**config.mk**
```make
export PLATFORM = sky130hd
export DESIGN_NAME = sgtl_ctrl
export DESIGN_NICKNAME = d
export VERILOG_FILES = /design/src/design/sgtl_pkg.sv /design/src/design/sgtl_ctrl.sv
export SDC_FILE = /design/constraint.sdc
export NUM_CORES = 1
export LEC_CHECK = 0
export BUFFER_PORTS_ARGS = -buffer_cell sky130_fd_sc_hd__clkbuf_2
export CAP_MARGIN = 10
export CELL_PAD_IN_SITES_DETAIL_PLACEMENT = 1
export CELL_PAD_IN_SITES_GLOBAL_PLACEMENT = 2
export CORE_MARGIN = 5
export CORE_UTILIZATION = 36
export CTS_BUF_LIST = sky130_fd_sc_hd__clkbuf_8
export CTS_CLUSTER_SIZE = 8
export DETAILED_ROUTE_END_ITERATION = 10
export GPL_TIMING_DRIVEN = 1
export PLACE_DENSITY_LB_ADDON = 0.1
export SLEW_MARGIN = 15
export SYNTH_ARGS = -nofsm -noshare
export SYNTH_HDL_FRONTEND = slang
export SYNTH_SLANG_ARGS = --single-unit
```
**constraint.sdc**
```tcl
create_clock -name clk -period 3.4 [get_ports clk]
set_input_delay 0.34 -clock clk [delete_from_list [all_inputs] [get_ports clk]]
set_output_delay 0.34 -clock clk [all_outputs]
set_load 0.02 [all_outputs]
```
**src/design/sgtl_pkg.sv**
```systemverilog
// Shared types and codes for the sorted identifier table lookup.
package sgtl_pkg;

  localparam logic REQ_WRITE  = 1'b0;
  localparam logic REQ_LOOKUP = 1'b1;

  localparam int GUID_W     = 64;
  localparam int PLAT_W     = 3;
  localparam int IDX_W      = 10;
  localparam int CFG_W      = 11;
  localparam int ENTRY_W    = 2 * GUID_W + PLAT_W;

  typedef struct packed {
    logic wr_en;
    logic rd_en;
    logic key_load;
  } dp_cmd_t;

  typedef struct packed {
    logic eq;
    logic lt;
    logic plat_eq;
  } dp_status_t;

endpackage

```
**src/design/sgtl_ctrl.sv**
```systemverilog
// Lookup sequencer: binary search, back step over equal run, forward platform scan.
module sgtl_ctrl import sgtl_pkg::*; #(
  parameter int MAX_ENTRIES = 1024,
  parameter int AW          = $clog2(MAX_ENTRIES)
) (
  input  logic             clk,
  input  logic             rst,
  input  logic             cfg_write,
  input  logic [CFG_W-1:0] cfg_data,
  input  logic             in_valid,
  output logic             in_stall,
  input  logic             req_type,
  output logic             out_valid,
  input  logic             out_stall,
  output logic             found,
  output logic [IDX_W-1:0] match_index,
  output dp_cmd_t          cmd,
  output logic [AW-1:0]    rd_addr,
  input  dp_status_t       status
);

  localparam int CW = $clog2(MAX_ENTRIES + 1);
  localparam int XW = (CW > CFG_W) ? CW : CFG_W;

  typedef enum logic [2:0] {
    ST_IDLE, ST_PROBE, ST_PCMP, ST_BACK, ST_BCMP, ST_FWD, ST_FCMP, ST_DONE
  } state_t;

  state_t           state;
  logic [CFG_W-1:0] entry_count;
  logic [CW-1:0]    cnt;
  logic [CW-1:0]    lo;
  logic [CW-1:0]    hi_p1;
  logic [AW-1:0]    mid_q;
  logic [AW-1:0]    start;
  logic [CW-1:0]    scan;

  logic [CW-1:0]    count_clamped;
  logic [CW-1:0]    span;
  logic [CW-1:0]    mid_w;
  logic [AW-1:0]    mid;
  logic             accept;

  assign count_clamped = (XW'(entry_count) > XW'(MAX_ENTRIES)) ? CW'(MAX_ENTRIES)
                                                             : CW'(entry_count);
  assign span   = hi_p1 - lo - CW'(1);
  assign mid_w  = lo + (span >> 1);
  assign mid    = mid_w[AW-1:0];
  assign accept = in_valid && !in_stall;
  assign in_stall = (state != ST_IDLE);

  always_comb begin
    cmd.wr_en    = accept && (req_type == REQ_WRITE);
    cmd.key_load = accept && (req_type == REQ_LOOKUP);
    cmd.rd_en    = 1'b0;
    rd_addr      = mid;
    unique case (state)
      ST_PROBE: begin
        cmd.rd_en = 1'b1;
        rd_addr   = mid;
      end
      ST_BACK: begin
        cmd.rd_en = 1'b1;
        rd_addr   = start - AW'(1);
      end
      ST_FWD: begin
        cmd.rd_en = 1'b1;
        rd_addr   = scan[AW-1:0];
      end
      default: begin
        cmd.rd_en = 1'b0;
      end
    endcase
  end

  always_ff @(posedge clk) begin
    if (rst) begin
      state       <= ST_IDLE;
      out_valid   <= 1'b0;
      entry_count <= '0;
    end else begin
      if (cfg_write) begin
        entry_count <= cfg_data;
      end
      unique case (state)
        ST_IDLE: begin
          if (accept && (req_type == REQ_LOOKUP)) begin
            if (count_clamped == '0) begin
              found       <= 1'b0;
              match_index <= '0;
              out_valid   <= 1'b1;
              state       <= ST_DONE;
            end else begin
              cnt   <= count_clamped;
              lo    <= '0;
              hi_p1 <= count_clamped;
              state <= ST_PROBE;
            end
          end
        end
        ST_PROBE: begin
          if (lo < hi_p1) begin
            mid_q <= mid;
            state <= ST_PCMP;
          end else begin
            found       <= 1'b0;
            match_index <= '0;
            out_valid   <= 1'b1;
            state       <= ST_DONE;
          end
        end
        ST_PCMP: begin
          priority if (status.eq) begin
            start <= mid_q;
            state <= ST_BACK;
          end else if (status.lt) begin
            lo    <= CW'(mid_q) + CW'(1);
            state <= ST_PROBE;
          end else begin
            hi_p1 <= CW'(mid_q);
            state <= ST_PROBE;
          end
        end
        ST_BACK: begin
          if (start == '0) begin
            scan  <= '0;
            state <= ST_FWD;
          end else begin
            state <= ST_BCMP;
          end
        end
        ST_BCMP: begin
          if (status.eq) begin
            start <= start - AW'(1);
            state <= ST_BACK;
          end else begin
            scan  <= CW'(start);
            state <= ST_FWD;
          end
        end
        ST_FWD: begin
          if (scan < cnt) begin
            state <= ST_FCMP;
          end else begin
            found       <= 1'b1;
            match_index <= IDX_W'(start);
            out_valid   <= 1'b1;
            state       <= ST_DONE;
          end
        end
        ST_FCMP: begin
          priority if (!status.eq) begin
            found       <= 1'b1;
            match_index <= IDX_W'(start);
            out_valid   <= 1'b1;
            state       <= ST_DONE;
          end else if (status.plat_eq) begin
            found       <= 1'b1;
            match_index <= IDX_W'(scan);
            out_valid   <= 1'b1;
            state       <= ST_DONE;
          end else begin
            scan  <= scan + CW'(1);
            state <= ST_FWD;
          end
        end
        ST_DONE: begin
          if (!out_stall) begin
            out_valid <= 1'b0;
            state     <= ST_IDLE;
          end
        end
        default: begin
          state <= ST_IDLE;
        end
      endcase
    end
  end

endmodule

```
* After elaboration in Yosys (flattened, before gate mapping)
Index checks and enable logic that the tools add are counted.
** Storage, ports and cells
- Register bits after elaboration :: 90
- Input bits :: 20
** Operators by class
- Equality and inequality tests :: 23
- Reductions and logical operators :: 23
- Multiplexer cells :: 51
- Bitwise logic cells :: 3
- Order comparisons :: 3
- Add/subtract/negate cells :: 6
** Operators with widths (count)
- $mux 11 :: 13
- $mux 10 :: 8
- $pmux 11 s2 :: 2
- $pmux 10 s2 :: 2
- $pmux 10 s4 :: 1
- $pmux 11 s3 :: 1
- $ne 2x2->1 const B :: 15
- $pmux 3 s8 :: 1
- $lt 11x11->1 :: 2
- $reduce_and 6->1 :: 3
- $mux 3 :: 5
- $reduce_and 7->1 :: 2
- $mux 1 :: 13
- $eq 3x3->1 const B :: 4
- $add 10x1->11 const B :: 1
- $add 11x1->11 const B :: 1
- $gt 11x11->1 const B :: 1
- $logic_not 11->1 :: 1
- $sub 11x1->11 const B :: 1
- $sub 11x11->11 :: 1
- $add 10x10->10 :: 1
- $logic_not 10->1 :: 1
- $sub 10x1->10 const B :: 1
- $reduce_and 4->1 :: 2
- 17 further kinds :: 26

* Logic depth before layout (Yosys ltp)
Gate-level depths: netlist of run 1.
- Depth in word-level cells :: 6
- Depth in mapped cells :: 15
- Gate-level depth less buffers :: 15

* Worst setup path after synthesis of run 1
Ideal clock, no wire load.
- Kind :: register -> output
- Start point :: reg lo[1]
- End point :: out rd_addr[8]
- Slack :: -0.535 ns
- Path buffers :: 0
- Arrival time :: 3.595 ns
- Cell stages (with the launch flop) :: 16
- Path through :: edfxtp_1 -> inv_1 -> ha_1 -> and3b_2 -> o21ai_0 -> nand2_1 -> a21oi_1 -> o21a_1 -> xnor2_1 -> ha_1 -> and3_1 -> a2111o_1 -> o31ai_1 -> xnor2_1 -> a21oi_1 -> nor3_1
** On the way
- Longest elaborated chain between the ends :: 4
** RTL lines
- start: declaration :: line sgtl_ctrl.sv:32 : logic [CW-1:0] lo;
- start signal: assignment :: line sgtl_ctrl.sv:117 : lo <= CW'(mid_q) + CW'(1);
- $sub 11x11->11 :: line sgtl_ctrl.sv:46 : assign span = hi_p1 - lo - CW'(1);
- $sub 11x1->11 :: line sgtl_ctrl.sv:46
- $add 10x10->10 (*) :: line sgtl_ctrl.sv:47 : assign mid_w = lo + (span >> 1);
- net mid_w[8] :: line sgtl_ctrl.sv:40 : logic [CW-1:0] mid_w;
- $pmux 10 s2 (*) :: line sgtl_ctrl.sv:57 : unique case (state)
- end: declaration :: line sgtl_ctrl.sv:18 : output logic [AW-1:0] rd_addr,
The timed path passes the listed nets; every way through them passes the cells marked *.

* Worst setup path in the final report of run 1
- Start point :: reg lo[0]
- End point :: out rd_addr[8]
The elaborated chain is that of the path after synthesis.

==> parameters.txt, run 1 <==
Parameter                              Value

Yosys
  Synthesized Nets ... 657
  Mean instance size in the synthesized netlist ... 9.85 sq um
  Cell area after synthesis ... 5850 sq um
  Synth warn ... 0
  Ys flop type ... edfxtp_1
  Count of state elements after synthesis ... 90
  Share of synthesized registers carrying an async set or reset ... 0%
  Post-synth EDFFs ... 75
  Count of different cell masters after synthesis ... 63
  Proportion of synthesized chip area in sequential cells ... 43.6%
  Synthesized instance count ... 594

Drt
  Number of nets still failing antenna checks after routing ... 0
  Initial detailed-routing violation count ... 259
  Drt wl/cell ... 20.1 microns
  Detailed-route wire length ... 18600 microns
  Length of the first detailed-routing pass in iterations ... 4
  DRC ... 0
  Number of vias per cell after detailed routing ... 5.36
  Via total after detailed routing ... 4956

Timing
  Max Clock Freq ... 0.244 GHz
  Setup clock skew after layout ... 16.5 ps
  Worst slew pin tran ... 810 ps
  Setup slack after layout ... -697 ps
  Max-slew violation total from the final report ... 0
  Setup violation total in the final timing report ... 8
  Final cycle utilization of the critical path ... 121%
  Setup repair after global routing missed its margin ... yes
  Worst slew slack as a fraction of its limit ... 45.8%
  Worst-case hold slack ... 197 ps
  Post-route minimum period ... 4100 ps
  Final Hold Vio Count ... 0

Clock tree
  Max Root-Sink Buffers ... 2
  TritonCTS clock tree ... done
  Hold buffer count at CTS ... 0
  Total clock sinks ... 90
  Latest clock arrival within the worst-skew pair ... 390 ps
  Number of H-tree branching levels ... 3
  Clock-pin slew reported for the worst setup and hold paths after clock tree synthesis ... 90 ps
  Clock root buffer master ... clkbuf_8
  Number of buffers inserted during clock tree synthesis ... 9

Critical path
  Startpoint of the most critical setup path ... lo[0]
  Launch instance of the worst register-to-register path ... lo[0]
  Arrival time of the worst setup path ... 3760 ps
  Count of buffer and inverter cells on the critical path ... 1
  Reg-to-reg endpoint ... mid_q[8]
  Launching element type of the critical path ... register
  Worst Path Class, Setup ... reg -> out
  Critical path capture point type ... output pin
  Slowest cell on the critical path ... a2111o_1
  Largest stage delay on the critical path ... 430 ps
  Register-to-register setup slack ... 150 ps
  Data required time at the worst endpoint ... 3060 ps
  Largest delay share family, worst path ... simple AND/OR/NAND/NOR gates
  Depth of the worst register-to-register path ... 13
  Top cell by count, worst path ... nand2b_4
  Highest fanout seen on the critical path ... 4
  Last element of the critical path ... rd_addr[8]
  Number of gates on the worst path with buffers counted ... 15
  Cells traversed along the worst timing path ... nand2b_4 -> fa_2 -> nand2b_4 -> a21oi_2 -> o21ai_1 -> nand2b_1 -> xor2_1 -> ha_1 -> and3_1 -> a2111o_1 -> o31ai_4 -> xnor2_2 -> nor2_1 -> nor3_2 -> buf_4

Global route
  Met3 Usage GRT ... 3.32%
  Largest net degree at the start of global routing ... 39
  Antenna violations before repair ... 0
  Global Route met2 Usage ... 34.3%
  Via count of the first global-routing pass ... 5334
  Global-route usage over all layers ... 20.7%
  Peak-usage layer in the global routing report ... met2
  GR Overflow Total ... 0
  Global Route met1 Usage ... 28.3%
  Wire length of the first global-routing pass ... 29700 microns

Placed design
  Sum of net half-perimeters after detailed placement ... 14400 microns
  Cell count after placement ... 893
  Cell Area, Placed ... 6750 sq um
  Count of input and output buffers ... 45
  Final weighted congestion in routability-driven placement ... 0.829

Status
  Outcome ... finished with violations
  Violations in the final reports ... setup timing

Hold path
  Worst hold path class ... in -> reg
  Hold Crit Depth ... 3

Floorplan
  DIE WIDTH ... 137 microns
  Core outline area ... 15900 sq um
  Starting utilization of the core area ... 36.8%
  Die Footprint ... 18900 sq um
  Die span in y ... 137 microns
  # IOs ... 46
  Num rows ... 46

Finish
  Fraction of layout cells with a size suffix above 1 ... 29.3%
  Area growth from synthesis to layout ... 27.5%
  Summed area of non-filler cells in the final layout ... 7460 sq um
  Total Nets Final ... 767
  Antenna Diode Count ... 0
  Final std cells w/o fill ... 925
  Fin util ... 47.0%

Run
  Max_cap viols ... 0
-- final cells by class --
cell class	count	area (sq um)
Tap cell	216	270
Clock buffer	9	124
Fill cell	1835	8430
Timing Repair Buffer	123	892
Inverter	46	173
Multi-Input combinational cell	434	3350
Sequential cell	90	2550
Clock inverter	7	100
-- tightest hold or removal path: cells and delay by family --
family | cells | cell delay, ps
buffers and inverters | 1 | 80
AND/OR/NAND/NOR | 1 | 70
multiplexers | 1 | 50
-- routing by layer --
metal	wire (microns)	up-vias
li1	-	2372
met4	257	0
met2	8930	100
met3	721	20
met1	8670	2464
met5	0	-
-- sequential cells by signal, indices dropped and copies added, names as in the netlist --
register	count
lo	11
cnt	11
start	10
found	1
entry_count	11
mid_q	10
state	3
out_valid	1
hi_p1	11
match_index	10
scan	11
-- what timing repair did --
action,4_1_cts,5_1_grt
resized for setup,55,22
setup endpoints to repair,8,11
pin swaps,34,17
setup buffers,17,5
-- layout by cell type (no fill, tap or decap), types with 14 or more instances in the layout --
master	count
xor2_1	19
a21oi_1	36
clkbuf_2	36
o21ai_0	14
edfxtp_1	75
dfxtp_1	15
nor2b_1	15
ha_1	38
buf_4	73
nand2_1	38
nor2_1	70
inv_1	42
-- cell usage after synthesis (3+ instances only) --
master	instances	area, sq um
nand2b_1	3	18.8
mux2i_1	13	130
nor2_1	71	267
nor2b_1	15	93.8
dfxtp_1	15	300
nor3_2	3	30.0
mux2_2	11	124
o31ai_1	3	22.5
buf_1	5	18.8
o21ai_0	21	105
a21oi_1	44	220
inv_1	43	161
nand4_1	5	31.3
o221ai_1	4	35.0
a21o_1	6	45.0
nand3_1	11	55.1
xor2_1	21	184
nand2_1	39	146
buf_2	6	30.0
o21a_1	4	30.0
edfxtp_1	75	2250
clkbuf_1	12	45.0
ha_1	41	513
or3_1	5	31.3
nor3_1	13	65.1
xnor2_1	17	149
and3_1	5	31.3
nor4_1	4	25.0
a31oi_1	4	25.0
o22ai_1	10	62.6
a22o_1	13	114
a211oi_1	12	90.1
-- how the worst min path moves through the flow --
stage | end | startpoint | slack, ps
after floorplan | entry_count[0] | entry_count[0] | 480
after global placement | entry_count[6] | entry_count[6] | 510
after detailed placement | entry_count[1] | entry_count[1] | 510
after CTS | entry_count[3] | cfg_data[3] | 190
after global routing | entry_count[1] | cfg_data[1] | 190
final | entry_count[3] | cfg_data[3] | 200
-- per-stage QoR --
stage / setup TNS (ps) / setup WS (ps)
3_5_place_dp: -1780 / -394
3_3_place_gp: -1260 / -355
4_1_cts: -3870 / -780
6_report: -3820 / -697
5_1_grt: -5090 / -875
2_1_floorplan: -164 / -164
-- cell families (layout without fill, tap and decap cells) --
kind of cell | Yosys count | after routing | share of synthesized area [%]
XOR/XNOR | 38 | 38 | 5.69
AND/OR/NAND/NOR | 187 | 187 | 15.4
flip-flops | 90 | 90 | 43.6
buffers and inverters | 70 | 185 | 4.64
adder cells (fa/ha/maj) | 43 | 43 | 9.45
AO/OA/AOI/OAI | 140 | 140 | 16.2
multiplexers | 26 | 26 | 4.98
Power of run 1 is left out: the tool's default activity adds up to more than one toggle a clock period on the data nets, which glitch-free logic cannot reach.
==> run 2: changes to the inputs <==
--- a/config.mk
+++ b/config.mk
@@ -5,12 +5,13 @@
 export SDC_FILE = /design/constraint.sdc
 export NUM_CORES = 1
 export LEC_CHECK = 0
+export ABC_AREA = 1
 export BUFFER_PORTS_ARGS = -buffer_cell sky130_fd_sc_hd__clkbuf_2
 export CAP_MARGIN = 10
 export CELL_PAD_IN_SITES_DETAIL_PLACEMENT = 1
 export CELL_PAD_IN_SITES_GLOBAL_PLACEMENT = 2
 export CORE_MARGIN = 5
-export CORE_UTILIZATION = 36
+export CORE_UTILIZATION = 34
 export CTS_BUF_LIST = sky130_fd_sc_hd__clkbuf_8
 export CTS_CLUSTER_SIZE = 8
 export DETAILED_ROUTE_END_ITERATION = 10
==> run 2 against run 1 <==
The flow still finishes with violations (setup timing). Fmax is 16% higher. Hold slack lost 11 ps. Utilization is 4.2 points lower. Cell count is 9.8% higher. Clock-buffer cell count increased by 1. Largest cell class unchanged.
==> parameters.txt, run 2 <==
Parameter                              Value

Clock tree
  Clock root buffer master ... clkbuf_8
  Number of H-tree branching levels ... 3 (unchanged)
  TritonCTS clock tree ... done
  Latest clock arrival within the worst-skew pair ... 380 ps (about the same)
  Number of buffers inserted during clock tree synthesis ... 9 (unchanged)
  Total clock sinks ... 90 (unchanged)
  Clock-pin slew reported for the worst setup and hold paths after clock tree synthesis ... 100 ps (about the same)
  Max Root-Sink Buffers ... 2 (unchanged)

Drt
  Drt wl/cell ... 17.8 microns (-12%)
  Initial detailed-routing violation count ... 303 (+17%)
  DRC ... 0 (unchanged)
  Length of the first detailed-routing pass in iterations ... 4 (unchanged)
  Detailed-route wire length ... 18000 microns (-2.9%)
  Via total after detailed routing ... 5093 (+2.8%)
  Number of nets still failing antenna checks after routing ... 0 (unchanged)
  Number of vias per cell after detailed routing ... 5.01 (-6.4%)

Critical path
  Worst Path Class, Setup ... reg -> out
  Reg-to-reg endpoint ... mid_q[9]
  Depth of the worst register-to-register path ... 14 (+1)
  Launch instance of the worst register-to-register path ... hi_p1[2]
  Arrival time of the worst setup path ... 3180 ps (-580 ps)
  Register-to-register setup slack ... 520 ps (+370 ps)
  Data required time at the worst endpoint ... 3060 ps (about the same)
  Startpoint of the most critical setup path ... hi_p1[2]
  Last element of the critical path ... rd_addr[9]
  Highest fanout seen on the critical path ... 4 (unchanged)
  Launching element type of the critical path ... register
  Critical path capture point type ... output pin

Finish
  Most used cells in the layout excluding fill and tap cells ... nand2_1 (148), inv_1 (107), edfxtp_1 (75)
  Antenna Diode Count ... 0 (unchanged)
  Fin util ... 42.8% (-4.2 points)
  Final std cells w/o fill ... 1016 (+9.8%)
  Fraction of layout cells with a size suffix above 1 ... 23.0% (-6.3 points)
  Total Nets Final ... 854 (+11%)
  Filler cells ... 2061 (+12%)
  Sequential cell area ... 2550 sq um (unchanged)
  Area growth from synthesis to layout ... 22.8%
  Multi-input combinational cell area ... 3100 sq um (-7.3%)
  Most common cell after layout, fill and taps aside ... nand2_1

Yosys
  Ys flop type ... edfxtp_1
  Multiplexer area fraction after synthesis ... 0% (-5.0 points)
  Synth Area in Compound Gates ... 13.4% (-2.8 points)
  Ranking of synthesized cells by instance count ... nand2_1 (156), inv_1 (115), edfxtp_1 (75)
  Proportion of synthesized chip area in sequential cells ... 43.9% (+0.25 points)
  Synth warn ... 0 (unchanged)
  Count of different cell masters after synthesis ... 45 (-29%)
  Synthesized Nets ... 772 (+18%)
  Count of state elements after synthesis ... 90 (unchanged)
  Synthesized instance count ... 709 (+19%)
  Leading cell types by total area after synthesis ... edfxtp_1 (39%), nand2_1 (10%), ha_1 (8.8%), inv_1 (7.4%), dfxtp_1 (5.2%)
  Mean instance size in the synthesized netlist ... 8.20 sq um (-17%)
  Cell area after synthesis ... 5820 sq um (-0.58%)
  Share of Yosys cell area claimed by the top area cell type ... 38.7% (+0.22 points)
  Share of synthesized registers carrying an async set or reset ... 0% (unchanged)
  Most numerous cell in the Yosys netlist ... nand2_1
  Post-synthesis adder-cell area fraction ... 9.51% (+0.055 points)
  Combinational family with the most area after synthesis ... simple AND/OR/NAND/NOR gates
  Xor-xnor portion of the synthesized cell area ... 3.46% (-2.2 points)
  Yosys top cell by area ... edfxtp_1
  Post-synth EDFFs ... 75 (unchanged)
  Post-Synth Simple-Gate Area ... 20.7% (+5.3 points)

Run
  Max_cap viols ... 0 (unchanged)

Global route
  GR Overflow Total ... 0 (unchanged)
  Global-route usage over all layers ... 17.8% (-2.9 points)
  Wire length of the first global-routing pass ... 27800 microns (-6.6%)
  Via count of the first global-routing pass ... 5213 (-2.3%)
  Antenna violations before repair ... 0 (unchanged)
  Largest net degree at the start of global routing ... 29 (-26%)

Pwr
  Leakage power figure ... 3.18 nW
  P per Cell Area ... 800 nW/um^2
  Max IR drop VDD ... 0.422 mV

Timing
  Setup TNS ... -336 ps (+3480 ps)
  Final Hold Vio Count ... 0 (unchanged)
  Max Clock Freq ... 0.284 GHz (+16%)
  Max-slew violation total from the final report ... 0 (unchanged)
  Setup slack after layout ... -125 ps (+572 ps)
  Worst-case hold slack ... 186 ps (-10.9 ps)
  Worst slew slack as a fraction of its limit ... 35.6% (-10 points)
  Worst slew pin tran ... 962 ps (+152 ps)
  Post-route minimum period ... 3520 ps (-572 ps)
  Setup violation total in the final timing report ... 4 (-4)
  Final cycle utilization of the critical path ... 104% (-17 points)
  Setup repair after global routing missed its margin ... yes
  Setup clock skew after layout ... 19.0 ps (+2.47 ps)

Floorplan
  DIE WIDTH ... 141 microns (+2.4%)
  Core outline area ... 16700 sq um (+5.1%)
  # IOs ... 46 (unchanged)
  Starting utilization of the core area ... 34.8% (-2.0 points)
  Die span in y ... 141 microns (+2.4%)
  Die Footprint ... 19800 sq um (+4.9%)
  Num rows ... 47 (+2.2%)

Placed design
  Final weighted congestion in routability-driven placement ... 0.852 (+2.7%)
  Sum of net half-perimeters after detailed placement ... 13800 microns (-3.8%)
  Count of input and output buffers ... 45 (unchanged)
  Cell count after placement ... 977 (+9.4%)

Hold path
  Worst hold start ... cfg_data[10]
  Worst hold path class ... in -> reg

Status
  Outcome ... finished with violations
  Violations in the final reports ... setup timing
## run 2: kinds of logic (layout without fill, tap and decap cells)
kind of cell | after synthesis | count (layout)
and+or+nand+nor | 278 | 278
AOI/OAI and AO/OA | 138 | 138
buffers and inverters | 137 | 224
DFF | 90 | 90
adders and majority gates | 43 | 43
xor gates and xnor gates | 23 | 23
## run 2: power by group
group	internal, mW	switching [mW]
Sequential	1.43	0.0964
Combinational	1.45	2.01
Clock	0.289	0.442
Total	3.16	2.55
## run 2: how the worst min path moves through the flow
stage,endpoint,slack (ps),cells after the start
6_report,entry_count[10],190,3
5_1_grt,entry_count[10],190,3
4_1_cts,entry_count[10],160,3
3_5_place_dp,entry_count[7],480,2
3_3_place_gp,entry_count[5],470,2
2_1_floorplan,state[1],410,1
## run 2: layout make-up
cell class                 instances  share of cell area (%)
multi-input combinational        482                    43.5
sequential                        90                    35.7
timing repair buffer              85                    7.92
inverter                         123                    6.54
tap                              220                    3.85
clock buffer                      10                    1.93
clock inverter                     6                   0.561
## run 2: routing by layer
metal  part of all wire (%)  vias to the layer above  routed length (microns)  GRT usage [%]
met4                    1.2                        0                      210           3.82
met5                      0                        -                        0              0
met3                    3.6                       15                      654           2.64
li1                       -                     2509                        -              -
met2                     49                       86                     8920           30.5
met1                     46                     2483                     8260           23.9
## run 2: stage by stage
stage	setup slack [ps]	power, mW	area (sq um)
global placement	49.8	4.07	6390
CTS	-200	5.23	6820
finish	-125	5.71	7140
detailed placement	-88.1	4.13	6390
floorplan	420	3.20	5820
global route	-348	6.09	7140
## run 2: what timing repair did
action                     CTS  global route
buffers inserted             7            16
gates resized for setup     44            52
pin swaps                   23            37
hold buffers                 0             0
cloned                       0             0
setup endpoints to repair    7             6
## run 2: critical path, cell delays in order, from the launching register on
cell and delay (ps):
edfxtp_1 440, ha_4 340, nand2_4 60, o21ai_2 170
nand3_1 90, o211ai_1 140, a21oi_1 130, xor2_1 170
ha_1 330, buf_4 150, a31oi_1 200, nand3_2 130
inv_1 70, nand2_1 70, nand3_2 90, nand3_4 100
buf_8 140
(Power assumes the default switching activity.)
